### src/bsrc_pkg.sv
// Shared types and constants for the banker's safety request checker.
`default_nettype none

package bsrc_pkg;

   // Fixed port layout
   localparam int AMOUNT_FIELDS  = 4;
   localparam int AMOUNT_FIELD_W = 8;
   localparam int PROCESS_W      = 3;
   localparam int OP_W           = 2;
   localparam int STATUS_W       = 2;
   localparam int REQ_DATA_W     = 40;
   localparam int RSP_DATA_W     = 8;
   localparam int CSR_INDEX_W    = 1;
   localparam int CSR_DATA_W     = 4;
   localparam int PROCS_REG_W    = 4;
   localparam int RES_REG_W      = 3;

   // Register indexes
   localparam logic [CSR_INDEX_W-1:0] CSR_ACTIVE_PROCESSES = 1'd0;
   localparam logic [CSR_INDEX_W-1:0] CSR_ACTIVE_RESOURCES = 1'd1;

   // Reset values of the registers
   localparam logic [PROCS_REG_W-1:0] PROCS_RESET = 4'd8;
   localparam logic [RES_REG_W-1:0]   RES_RESET   = 3'd4;

   typedef enum logic [OP_W-1:0] {
      OP_LOAD_MAX   = 2'd0,
      OP_LOAD_ALLOC = 2'd1,
      OP_SET_AVAIL  = 2'd2,
      OP_REQUEST    = 2'd3
   } op_type;

   typedef enum logic [STATUS_W-1:0] {
      STAT_LOADED  = 2'd0,
      STAT_GRANTED = 2'd1,
      STAT_EXCEEDS = 2'd2,
      STAT_UNSAFE  = 2'd3
   } status_type;

   // Command issued to every resource lane
   typedef enum logic [2:0] {
      LOP_NONE,
      LOP_LOAD_MAX,
      LOP_LOAD_ALLOC,
      LOP_LOAD_AVAIL,
      LOP_GRANT,
      LOP_ROLLBACK,
      LOP_RELEASE
   } lane_op_type;

   // What one lane reports for the addressed row
   typedef struct packed {
      logic exceeds;  // request amount above need or available
      logic fits;     // need fits the work vector
   } lane_stat_type;

   typedef enum logic [2:0] {
      ST_IDLE,
      ST_CHECK,
      ST_SCAN,
      ST_DECIDE,
      ST_RESULT
   } state_type;

endpackage

`default_nettype wire

### src/bsrc_lane.sv
// One resource column: max/alloc column, available and work counters, compares.
`default_nettype none

module bsrc_lane #(
   parameter int PROCESSES   = 8,
   parameter int AMOUNT_BITS = 8
) (
   input  wire                          clock,
   input  wire                          reset,
   input  bsrc_pkg::lane_op_type        lane_op,
   input  wire [$clog2(PROCESSES)-1:0]  row,
   input  wire [AMOUNT_BITS-1:0]        amount,
   input  wire                          col_active,
   output bsrc_pkg::lane_stat_type      stat
);

   localparam int AW = AMOUNT_BITS;
   // available plus every allocation never exceeds this width
   localparam int WW = AW + $clog2(PROCESSES + 1);

   logic [AW-1:0]      max_ff   [PROCESSES];
   logic [AW-1:0]      alloc_ff [PROCESSES];
   logic [AW-1:0]      avail_ff;
   logic [WW-1:0]      work_ff;

   logic [AW-1:0]      max_rd;
   logic [AW-1:0]      alloc_rd;
   logic signed [AW:0] need;

   // Row read at the single sequencer-chosen address
   assign max_rd   = max_ff[row];
   assign alloc_rd = alloc_ff[row];
   assign need     = $signed({1'b0, max_rd}) - $signed({1'b0, alloc_rd});

   assign stat.exceeds = ($signed({1'b0, amount}) > need) || (amount > avail_ff);
   assign stat.fits    = need[AW] || (WW'(need[AW-1:0]) <= work_ff);

   // Table and available updates
   always_ff @(posedge clock) begin
      if (reset) begin
         for (int i = 0; i < PROCESSES; i++) begin
            max_ff[i]   <= '0;
            alloc_ff[i] <= '0;
         end
         avail_ff <= '0;
      end else begin
         case (lane_op)
            bsrc_pkg::LOP_LOAD_MAX:   max_ff[row]   <= amount;
            bsrc_pkg::LOP_LOAD_ALLOC: alloc_ff[row] <= amount;
            bsrc_pkg::LOP_LOAD_AVAIL: avail_ff      <= amount;
            bsrc_pkg::LOP_GRANT: begin
               if (col_active) begin
                  alloc_ff[row] <= alloc_rd + amount;
                  avail_ff      <= avail_ff - amount;
               end
            end
            bsrc_pkg::LOP_ROLLBACK: begin
               if (col_active) begin
                  alloc_ff[row] <= alloc_rd - amount;
                  avail_ff      <= avail_ff + amount;
               end
            end
            default: ;
         endcase
      end
   end

   // Work vector: starts at the post-grant available, grows on release
   always_ff @(posedge clock) begin
      case (lane_op)
         bsrc_pkg::LOP_GRANT:   work_ff <= WW'(avail_ff - amount);
         bsrc_pkg::LOP_RELEASE: work_ff <= work_ff + WW'(alloc_rd);
         default: ;
      endcase
   end

endmodule

`default_nettype wire

### src/bsrc_ctrl.sv
// Sequencer: handshakes, registers, lane merge and the safety scan over processes.
`default_nettype none

module bsrc_ctrl #(
   parameter int PROCESSES   = 8,
   parameter int RESOURCES   = 4,
   parameter int AMOUNT_BITS = 8
) (
   input  wire                                       clock,
   input  wire                                       reset,
   // input channel, unpacked
   input  wire                                       req_tvalid,
   output logic                                      req_tready,
   input  wire [bsrc_pkg::OP_W-1:0]                  req_op,
   input  wire [bsrc_pkg::PROCESS_W-1:0]             req_process,
   input  wire [bsrc_pkg::AMOUNT_FIELDS-1:0][bsrc_pkg::AMOUNT_FIELD_W-1:0] req_amount,
   // result channel
   output logic                                      rsp_tvalid,
   input  wire                                       rsp_tready,
   output bsrc_pkg::status_type                      rsp_status,
   // configuration
   input  wire                                       csr_wr_en,
   input  wire [bsrc_pkg::CSR_INDEX_W-1:0]           csr_index,
   input  wire [bsrc_pkg::CSR_DATA_W-1:0]            csr_wdata,
   // lanes
   output bsrc_pkg::lane_op_type                     lane_op,
   output logic [$clog2(PROCESSES)-1:0]              lane_row,
   output logic [RESOURCES-1:0][AMOUNT_BITS-1:0]     lane_amt,
   output logic [RESOURCES-1:0]                      lane_active,
   input  bsrc_pkg::lane_stat_type [RESOURCES-1:0]   lane_stat
);

   localparam int PW  = $clog2(PROCESSES);
   localparam int AW  = AMOUNT_BITS;
   localparam int NPW = $clog2(PROCESSES + 1);

   bsrc_pkg::state_type                 state_ff, state_in;
   logic [bsrc_pkg::PROCS_REG_W-1:0]    procs_ff;
   logic [bsrc_pkg::RES_REG_W-1:0]      res_ff;
   logic [PW-1:0]                       row_ff, row_in;
   logic [PW-1:0]                       ptr_ff, ptr_in;
   logic [PROCESSES-1:0]                done_ff, done_in;
   logic                                found_ff, found_in;
   logic [RESOURCES-1:0][AW-1:0]        amt_ff, amt_in;
   bsrc_pkg::status_type                status_ff, status_in;
   logic                                rsp_valid_ff, rsp_valid_in;
   bsrc_pkg::status_type                rsp_status_ff, rsp_status_in;

   logic [NPW-1:0]                      np;
   logic [bsrc_pkg::RES_REG_W-1:0]      nr;
   logic [PW-1:0]                       req_row;
   logic                                req_in_range;
   logic                                slot_free;
   logic                                accept;
   logic                                rsp_load;
   bsrc_pkg::status_type                rsp_new;
   logic                                any_exceed;
   logic                                fits_all;
   logic                                hit;
   logic [RESOURCES-1:0][AW-1:0]        req_amt;

   // Clamp the configured counts into their legal ranges
   always_comb begin
      if (procs_ff == '0)
         np = NPW'(1);
      else if (32'(procs_ff) > 32'(PROCESSES))
         np = NPW'(PROCESSES);
      else
         np = NPW'(procs_ff);
      if (res_ff == '0)
         nr = bsrc_pkg::RES_REG_W'(1);
      else if (32'(res_ff) > 32'(RESOURCES))
         nr = bsrc_pkg::RES_REG_W'(RESOURCES);
      else
         nr = res_ff;
   end

   assign req_row      = PW'(req_process);
   assign req_in_range = 32'(req_process) < 32'(PROCESSES);
   assign slot_free    = !rsp_valid_ff || rsp_tready;
   assign accept       = req_tvalid && req_tready;

   // Per-lane amounts and column enables; merge of lane findings
   always_comb begin
      for (int r = 0; r < RESOURCES; r++) begin
         req_amt[r]     = AW'(req_amount[r]);
         lane_active[r] = 32'(r) < 32'(nr);
      end
      any_exceed = 1'b0;
      fits_all   = 1'b1;
      for (int r = 0; r < RESOURCES; r++) begin
         any_exceed = any_exceed | (lane_active[r] & lane_stat[r].exceeds);
         fits_all   = fits_all & (!lane_active[r] | lane_stat[r].fits);
      end
   end

   assign lane_amt = (state_ff == bsrc_pkg::ST_IDLE) ? req_amt : amt_ff;
   assign hit      = !done_ff[ptr_ff] && fits_all;

   // Next state and lane commands
   always_comb begin
      state_in   = state_ff;
      row_in     = row_ff;
      ptr_in     = ptr_ff;
      done_in    = done_ff;
      found_in   = found_ff;
      amt_in     = amt_ff;
      status_in  = status_ff;
      lane_op    = bsrc_pkg::LOP_NONE;
      lane_row   = row_ff;
      req_tready = 1'b0;
      rsp_load   = 1'b0;
      rsp_new    = bsrc_pkg::STAT_LOADED;
      case (state_ff)
         bsrc_pkg::ST_IDLE: begin
            // a request may enter while a result still waits
            req_tready = slot_free || (req_op == bsrc_pkg::OP_REQUEST);
            lane_row   = req_row;
            if (accept) begin
               case (bsrc_pkg::op_type'(req_op))
                  bsrc_pkg::OP_LOAD_MAX: begin
                     if (req_in_range) lane_op = bsrc_pkg::LOP_LOAD_MAX;
                     rsp_load = 1'b1;
                  end
                  bsrc_pkg::OP_LOAD_ALLOC: begin
                     if (req_in_range) lane_op = bsrc_pkg::LOP_LOAD_ALLOC;
                     rsp_load = 1'b1;
                  end
                  bsrc_pkg::OP_SET_AVAIL: begin
                     lane_op  = bsrc_pkg::LOP_LOAD_AVAIL;
                     rsp_load = 1'b1;
                  end
                  default: begin
                     row_in = req_row;
                     amt_in = req_amt;
                     if (32'(req_process) >= 32'(np)) begin
                        status_in = bsrc_pkg::STAT_EXCEEDS;
                        state_in  = bsrc_pkg::ST_RESULT;
                     end else begin
                        state_in = bsrc_pkg::ST_CHECK;
                     end
                  end
               endcase
            end
         end
         bsrc_pkg::ST_CHECK: begin
            if (any_exceed) begin
               status_in = bsrc_pkg::STAT_EXCEEDS;
               state_in  = bsrc_pkg::ST_RESULT;
            end else begin
               // tentative grant, then scan with inactive rows already done
               lane_op = bsrc_pkg::LOP_GRANT;
               for (int i = 0; i < PROCESSES; i++)
                  done_in[i] = 32'(i) >= 32'(np);
               ptr_in   = '0;
               found_in = 1'b0;
               state_in = bsrc_pkg::ST_SCAN;
            end
         end
         bsrc_pkg::ST_SCAN: begin
            lane_row = ptr_ff;
            if (hit) begin
               lane_op         = bsrc_pkg::LOP_RELEASE;
               done_in[ptr_ff] = 1'b1;
            end
            if (&done_in) begin
               state_in = bsrc_pkg::ST_DECIDE;
            end else if (ptr_ff == PW'(PROCESSES - 1)) begin
               // end of a pass: repeat only if something was released
               if (found_ff || hit) begin
                  ptr_in   = '0;
                  found_in = 1'b0;
               end else begin
                  state_in = bsrc_pkg::ST_DECIDE;
               end
            end else begin
               ptr_in   = ptr_ff + PW'(1);
               found_in = found_ff || hit;
            end
         end
         bsrc_pkg::ST_DECIDE: begin
            if (&done_ff) begin
               status_in = bsrc_pkg::STAT_GRANTED;
            end else begin
               lane_op   = bsrc_pkg::LOP_ROLLBACK;
               status_in = bsrc_pkg::STAT_UNSAFE;
            end
            state_in = bsrc_pkg::ST_RESULT;
         end
         bsrc_pkg::ST_RESULT: begin
            if (slot_free) begin
               rsp_load = 1'b1;
               rsp_new  = status_ff;
               state_in = bsrc_pkg::ST_IDLE;
            end
         end
         default: state_in = bsrc_pkg::ST_IDLE;
      endcase
   end

   // Output register
   always_comb begin
      rsp_valid_in  = rsp_load || (rsp_valid_ff && !rsp_tready);
      rsp_status_in = rsp_load ? rsp_new : rsp_status_ff;
   end

   assign rsp_tvalid = rsp_valid_ff;
   assign rsp_status = rsp_status_ff;

   // Control registers
   always_ff @(posedge clock) begin
      if (reset) begin
         state_ff     <= bsrc_pkg::ST_IDLE;
         rsp_valid_ff <= 1'b0;
         procs_ff     <= bsrc_pkg::PROCS_RESET;
         res_ff       <= bsrc_pkg::RES_RESET;
      end else begin
         state_ff     <= state_in;
         rsp_valid_ff <= rsp_valid_in;
         if (csr_wr_en) begin
            case (csr_index)
               bsrc_pkg::CSR_ACTIVE_PROCESSES: procs_ff <= csr_wdata;
               bsrc_pkg::CSR_ACTIVE_RESOURCES:
                  res_ff <= csr_wdata[bsrc_pkg::RES_REG_W-1:0];
               default: ;
            endcase
         end
      end
   end

   // Working registers
   always_ff @(posedge clock) begin
      row_ff        <= row_in;
      ptr_ff        <= ptr_in;
      done_ff       <= done_in;
      found_ff      <= found_in;
      amt_ff        <= amt_in;
      status_ff     <= status_in;
      rsp_status_ff <= rsp_status_in;
   end

   // The finished set only grows during a scan
   a_done_grows: assert property (@(posedge clock) disable iff (reset)
      (state_ff == bsrc_pkg::ST_SCAN) |=> (($past(done_ff) & ~done_ff) == '0))
      else $error("finished process cleared during scan");

   // A load transfer yields a load-accepted result on the next cycle
   a_load_result: assert property (@(posedge clock) disable iff (reset)
      (accept && req_op != bsrc_pkg::OP_REQUEST) |=>
         (rsp_valid_ff && rsp_status_ff == bsrc_pkg::STAT_LOADED))
      else $error("load did not produce its result");

   // Pending request results are never load codes
   a_pending_status: assert property (@(posedge clock) disable iff (reset)
      (state_ff == bsrc_pkg::ST_RESULT) |-> (status_ff != bsrc_pkg::STAT_LOADED))
      else $error("request result carries load status");

   // A grant is only decided when every process finished
   a_grant_safe: assert property (@(posedge clock) disable iff (reset)
      (state_ff == bsrc_pkg::ST_DECIDE && status_in == bsrc_pkg::STAT_GRANTED)
         |-> (&done_ff))
      else $error("grant without full finish set");

endmodule

`default_nettype wire

### src/bankers_safety_request_check_core.sv
// Top level: banker's algorithm request checker with one lane per resource type.
// A load gives its result in the cycle after the transfer. A request beyond the
// active processes goes via ST_RESULT, one refused on need or available via
// ST_CHECK and ST_RESULT; a checked request adds the safety scan (one process per
// cycle, up to PROCESSES passes) and ST_DECIDE. One item in flight; a request is
// taken while a result waits, a load only once the result register frees up.
// Reset (synchronous, active high) clears both tables and the available vector.
`default_nettype none

module bankers_safety_request_check_core #(
   parameter int PROCESSES   = 8,
   parameter int RESOURCES   = 4,
   parameter int AMOUNT_BITS = 8
) (
   input  wire                                 clock,
   input  wire                                 reset,
   // request channel
   input  wire                                 req_tvalid,
   output logic                                req_tready,
   // [2:0] process, [10:3] amount_0, [18:11] amount_1, [26:19] amount_2,
   // [34:27] amount_3, [39:35] zero
   input  wire [bsrc_pkg::REQ_DATA_W-1:0]      req_tdata,
   // [1:0] op
   input  wire [bsrc_pkg::OP_W-1:0]            req_tuser,
   // response channel
   output logic                                rsp_tvalid,
   input  wire                                 rsp_tready,
   // [1:0] status, [7:2] zero
   output logic [bsrc_pkg::RSP_DATA_W-1:0]     rsp_tdata,
   // configuration writes
   input  wire                                 csr_wr_en,
   input  wire [bsrc_pkg::CSR_INDEX_W-1:0]     csr_index,
   input  wire [bsrc_pkg::CSR_DATA_W-1:0]      csr_wdata
);

   localparam int PW = $clog2(PROCESSES);

   logic [bsrc_pkg::PROCESS_W-1:0]                                   req_process;
   logic [bsrc_pkg::AMOUNT_FIELDS-1:0][bsrc_pkg::AMOUNT_FIELD_W-1:0] req_amount;
   bsrc_pkg::status_type                                             rsp_status;
   bsrc_pkg::lane_op_type                                            lane_op;
   logic [PW-1:0]                                                    lane_row;
   logic [RESOURCES-1:0][AMOUNT_BITS-1:0]                            lane_amt;
   logic [RESOURCES-1:0]                                             lane_active;
   bsrc_pkg::lane_stat_type [RESOURCES-1:0]                          lane_stat;

   // Unpack the request payload
   always_comb begin
      req_process = req_tdata[bsrc_pkg::PROCESS_W-1:0];
      for (int k = 0; k < bsrc_pkg::AMOUNT_FIELDS; k++)
         req_amount[k] = req_tdata[bsrc_pkg::PROCESS_W + k*bsrc_pkg::AMOUNT_FIELD_W
                                   +: bsrc_pkg::AMOUNT_FIELD_W];
   end

   assign rsp_tdata = {{(bsrc_pkg::RSP_DATA_W - bsrc_pkg::STATUS_W){1'b0}}, rsp_status};

   bsrc_ctrl #(
      .PROCESSES   (PROCESSES),
      .RESOURCES   (RESOURCES),
      .AMOUNT_BITS (AMOUNT_BITS)
   ) u_ctrl (
      .clock       (clock),
      .reset       (reset),
      .req_tvalid  (req_tvalid),
      .req_tready  (req_tready),
      .req_op      (req_tuser),
      .req_process (req_process),
      .req_amount  (req_amount),
      .rsp_tvalid  (rsp_tvalid),
      .rsp_tready  (rsp_tready),
      .rsp_status  (rsp_status),
      .csr_wr_en   (csr_wr_en),
      .csr_index   (csr_index),
      .csr_wdata   (csr_wdata),
      .lane_op     (lane_op),
      .lane_row    (lane_row),
      .lane_amt    (lane_amt),
      .lane_active (lane_active),
      .lane_stat   (lane_stat)
   );

   // One lane per resource type
   for (genvar r = 0; r < RESOURCES; r++) begin : g_lane
      bsrc_lane #(
         .PROCESSES   (PROCESSES),
         .AMOUNT_BITS (AMOUNT_BITS)
      ) u_lane (
         .clock      (clock),
         .reset      (reset),
         .lane_op    (lane_op),
         .row        (lane_row),
         .amount     (lane_amt[r]),
         .col_active (lane_active[r]),
         .stat       (lane_stat[r])
      );
   end

endmodule

`default_nettype wire
### config.mk
export PLATFORM = sky130hd
export DESIGN_NAME = bankers_safety_request_check_core
export DESIGN_NICKNAME = d
export VERILOG_FILES = /design/src/bsrc_pkg.sv /design/src/bsrc_lane.sv /design/src/bsrc_ctrl.sv /design/src/bankers_safety_request_check_core.sv
export SDC_FILE = /design/constraint.sdc
export NUM_CORES = 1
export LEC_CHECK = 0
export ABC_AREA = 0
export BUFFER_PORTS_ARGS = -buffer_cell sky130_fd_sc_hd__buf_2
export CAP_MARGIN = 30
export CORE_MARGIN = 5
export CORE_UTILIZATION = 60
export DETAILED_ROUTE_END_ITERATION = 8
export PLACE_DENSITY_LB_ADDON = 0.1
export REMOVE_ABC_BUFFERS = 1
export SLEW_MARGIN = 25
export SYNTH_ARGS = -nofsm -noshare
export SYNTH_HDL_FRONTEND = slang
export SYNTH_SLANG_ARGS = --single-unit
### constraint.sdc
create_clock -name clock -period 10 [get_ports clock]
set_input_delay 0.5 -clock clock [delete_from_list [all_inputs] [get_ports clock]]
set_output_delay 0.5 -clock clock [all_outputs]
set_load 0.03 [all_outputs]
==> flow_summary.yaml <==
synthesis:
  yosys_warnings: 0
  synth_area_um2: 37500
  synth_top_area_share: 0.489
  postSynthCellCount: 3559
  ys_types: 81
  synth_edf_count: 611
  synth_top_flop_cell: "edfxtp_1"
  synthTopCellsByArea: "edfxtp_1 (49%), ha_1 (8.6%), nor2_1 (6.3%), dfxtp_1 (2.3%), a21oi_1 (2.3%)"
  ys_ff_latch: 654
  synthArstFlopShare: 0
  syn_avg_cell_area_um2: 10.5
  yosysTopAreaCell: "edfxtp_1"
  synth_seq_area_share: 0.512
sta:
  hold_violations: 0
  rsz0062_at_grt: "false"
  clock.fmax_mhz: 107
  drv_slew: 0
  tightest_slew_ps: 979
  maxSlewHeadroom: 0.348
  period_share: 0.934
  setup_viol: 0
  fin_ws_ps: 664
  worst_hold_slack_ps: 76.9
  finClkSkew_ps: 22.9
  setup_tns_ps: 0
  period_minus_slack_ps: 9340
hold_path:
  hp-start: "req_tdata[27]"
  hold_depth: 1
  hold_end: "u_ctrl.amt_ff[24]$_DFFE_PP_"
  min_path_type: "in -> reg"
place:
  dpl_worst_slack_ps: 955
  gp_congestion: 0.940
  portBuffers: 50
  hpwl_um: 80800
clock_tree:
  cts_sinks: 654
  clkLatencyLatePin_ps: 620
  cts.clk_slew.worst_paths_ps: 60
  cts_tree: "built"
  cts_buffers: 71
  postCtsHoldBufs: 0
  cts-root-buf: "clkbuf_16"
  ctsResizeCount: 0
  cts_buffer_depth: 3
  htreeDepth: 3
  post_cts_buffers: 0
setup_path:
  rr_startpoint: "u_ctrl.state_ff[2]$_SDFFE_PP0P_"
  crit_required_ps: 10270
  arrival_ps: 9610
  r2r-end: "g_lane[3].u_lane.alloc_ff[1][2]$_SDFFCE_PN0P_"
  critPathMaxFanout: 26
  reg2regPathDepth: 26
  end_kind: "register"
  worstSetupStartpointType: "register"
  crit_type: "reg -> reg"
  reg2reg_slack_ps: 660
floorplan:
  core_area_um2: 61800
  start_util: 0.607
  dieArea_um2: 67600
  io_pins: 62
  placementRows: 91
  die_w_um: 260
  fp.dieH_um: 260
layout:
  multi_input_area_um2: 16900
  drive_above_1_share: 0.102
  final_nets: 3988
  fillCellCount: 4693
  syn_to_final_growth_pct: 11.3
  register_area_um2: 19200
global_routing:
  grtUsageMet1: 0.461
  use_met2: 0.544
  overflow: 0
  grtUsageMet3: 0.0696
  grt_max_degree: 65
  track_usage: 0.344
  grt_pass1_wl_um: 177000
  grt_pass1_vias: 29700
  busiest_layer: "met2"
  antenna_found_initial: 1
routing:
  drt-wirelength-per-cell_um: 26.0
  via_per_inst: 6.60
  ant_nets: 0
  first_pass_iters: 6
  drt_iter0_drc: 3750
  routed_wl_um: 118000
  drc: 0
  num_vias: 30000
pwr:
  p_leak_nw: 17.0
  powerDensity_nw_per_um2: 199
  ir_worst_vdd_uv: 146
job:
  cap_violations: 0
status:
  status: "finished clean"
per-stage QoR:
stage | total power [mW] | util | area [um^2] | cells
6_report | 8.33 | 0.675 | 41800 | 4547
5_1_grt | 8.69 | 0.675 | 41800 | 4546
4_1_cts | 8.28 | 0.675 | 41800 | 4546
3_5_place_dp | 5.65 | 0.638 | 39400 | 4417
3_3_place_gp | 5.54 | 0.638 | 39400 | 4417
2_1_floorplan | 4.90 | - | 36700 | 3371
worst max-delay path by stage:
stage / from / endpoint / slack, ps / cells past startpoint
after floorplan: u_ctrl.state_ff[2]$_SDFFE_PP0P_ / g_lane[0].u_lane.work_ff[0]$_DFFE_PP_ / -800 / 23
after global placement: u_ctrl.state_ff[0]$_SDFFE_PP0P_ / g_lane[3].u_lane.alloc_ff[5][3]$_SDFFCE_PN0P_ / 1240 / 26
after detailed placement: u_ctrl.state_ff[0]$_SDFFE_PP0P_ / g_lane[3].u_lane.alloc_ff[1][3]$_SDFFCE_PN0P_ / 950 / 26
after CTS: u_ctrl.state_ff[0]$_SDFFE_PP0P_ / g_lane[3].u_lane.alloc_ff[1][2]$_SDFFCE_PN0P_ / 910 / 26
after global routing: u_ctrl.state_ff[0]$_SDFFE_PP0P_ / g_lane[3].u_lane.alloc_ff[4][3]$_SDFFCE_PN0P_ / 390 / 26
final: u_ctrl.state_ff[2]$_SDFFE_PP0P_ / g_lane[3].u_lane.alloc_ff[1][2]$_SDFFCE_PN0P_ / 660 / 26
worst max-delay path: stages (launching register included):
cell       delay, ps
dfxtp_1          440
or2_0            630
o21a_1           460
nor2_1           320
nand2_1          550
buf_4            350
o22ai_1          130
nor4_1           570
ha_1             350
a21o_1           150
a21o_1           200
a21o_1           190
a21o_1           200
a21o_1           180
a21o_1           190
xor2_1           260
inv_1             80
ha_1             230
a2111oi_0        360
nand3_1          140
a211oi_1         630
o211a_2          530
a21oi_4          120
buf_12           240
o21ai_1          530
nand3_1          440
nand2b_1         470
placed cells by master, fill, tap and decap left out, types with 30 or more instances in the layout:
master / count
xor2_1: 38
o21a_1: 33
nand2b_1: 42
inv_1: 207
nor3_1: 81
o22ai_1: 47
a21o_1: 67
mux2i_1: 46
a221oi_1: 40
buf_4: 152
xnor2_1: 79
o21bai_1: 30
nand2_1: 214
a211oi_1: 37
buf_2: 49
ha_1: 259
a22oi_1: 108
o21ai_0: 111
clkbuf_16: 74
nand3_1: 33
edfxtp_1: 611
dfxtp_1: 43
nor2_1: 619
a22o_1: 73
a21oi_1: 169
cells by family after synthesis:
logic type | after synthesis | synth area share
other | 1 | 0.0000999
AO/OA/AOI/OAI | 880 | 0.165
buffers and inverters | 400 | 0.0433
AND/OR/NAND/NOR | 1166 | 0.136
XOR/XNOR | 117 | 0.0273
adder cells (fa/ha/maj) | 283 | 0.0992
flip-flops | 654 | 0.512
multiplexers | 58 | 0.0173
flip-flops by register name, indices dropped and copies added, names as in the netlist:
| name | count |
|---|---|
| u_ctrl.status_ff | 2 |
| u_ctrl.row_ff | 3 |
| u_ctrl.ptr_ff | 3 |
| u_ctrl.state_ff | 3 |
| u_ctrl.procs_ff | 4 |
| u_ctrl.rsp_status | 2 |
| u_ctrl.amt_ff | 32 |
| g_lane.u_lane.max_ff | 256 |
| u_ctrl.rsp_tvalid | 1 |
| g_lane.u_lane.work_ff | 48 |
| u_ctrl.found_ff | 1 |
| u_ctrl.res_ff | 3 |
| u_ctrl.done_ff | 8 |
| g_lane.u_lane.alloc_ff | 256 |
| g_lane.u_lane.avail_ff | 32 |
synth_stat cells (13+ instances only):
master and n:
a22o_1 73, nand2_1 214, nor2b_1 26, xnor2_1 79, edfxtp_1 611, a31oi_1 17, inv_1 207, dfxtp_1 43
a221oi_1 40, nor3_1 84, o211ai_1 18, and3_1 23, nand3_1 33, o21ai_0 113, nand4_1 25, nand2b_1 50
ha_1 259, o22ai_1 47, xor2_1 38, fa_1 24, mux2i_1 46, a22oi_1 108, o21a_1 33, buf_1 13
o31ai_1 13, nor2_1 628, nor4_1 17, o21bai_1 30, a21o_1 67, a21oi_1 170, or4_1 16, a211oi_1 37
clkbuf_1 102, buf_2 68
cell type report:
| type | instances | area share |
|---|---|---|
| Tap cell | 837 | 0.0251 |
| Multi-Input combinational cell | 2510 | 0.404 |
| Inverter | 207 | 0.0186 |
| Sequential cell | 654 | 0.460 |
| Antenna cell | 1 | 0.0000599 |
| Timing Repair Buffer | 209 | 0.0370 |
| Clock inverter | 34 | 0.00797 |
| Clock buffer | 95 | 0.0474 |
power breakdown:
part / leakage [nW] / total [mW] / switching, mW / internal [mW]
Combinational: 9.33 / 2.53 / 1.57 / 0.962
Clock: 1.13 / 2.65 / 1.10 / 1.55
Sequential: 6.54 / 3.15 / 0.0420 / 3.10
Total: 17.0 / 8.33 / 2.72 / 5.61
metal layers:
metal | up-vias | share of wire
met2 | 1866 | 0.45
met1 | 14600 | 0.38
li1 | 13200 | -
met3 | 333 | 0.12
met5 | - | 0
met4 | 0 | 0.051
Power figures use the tool's default switching activity.
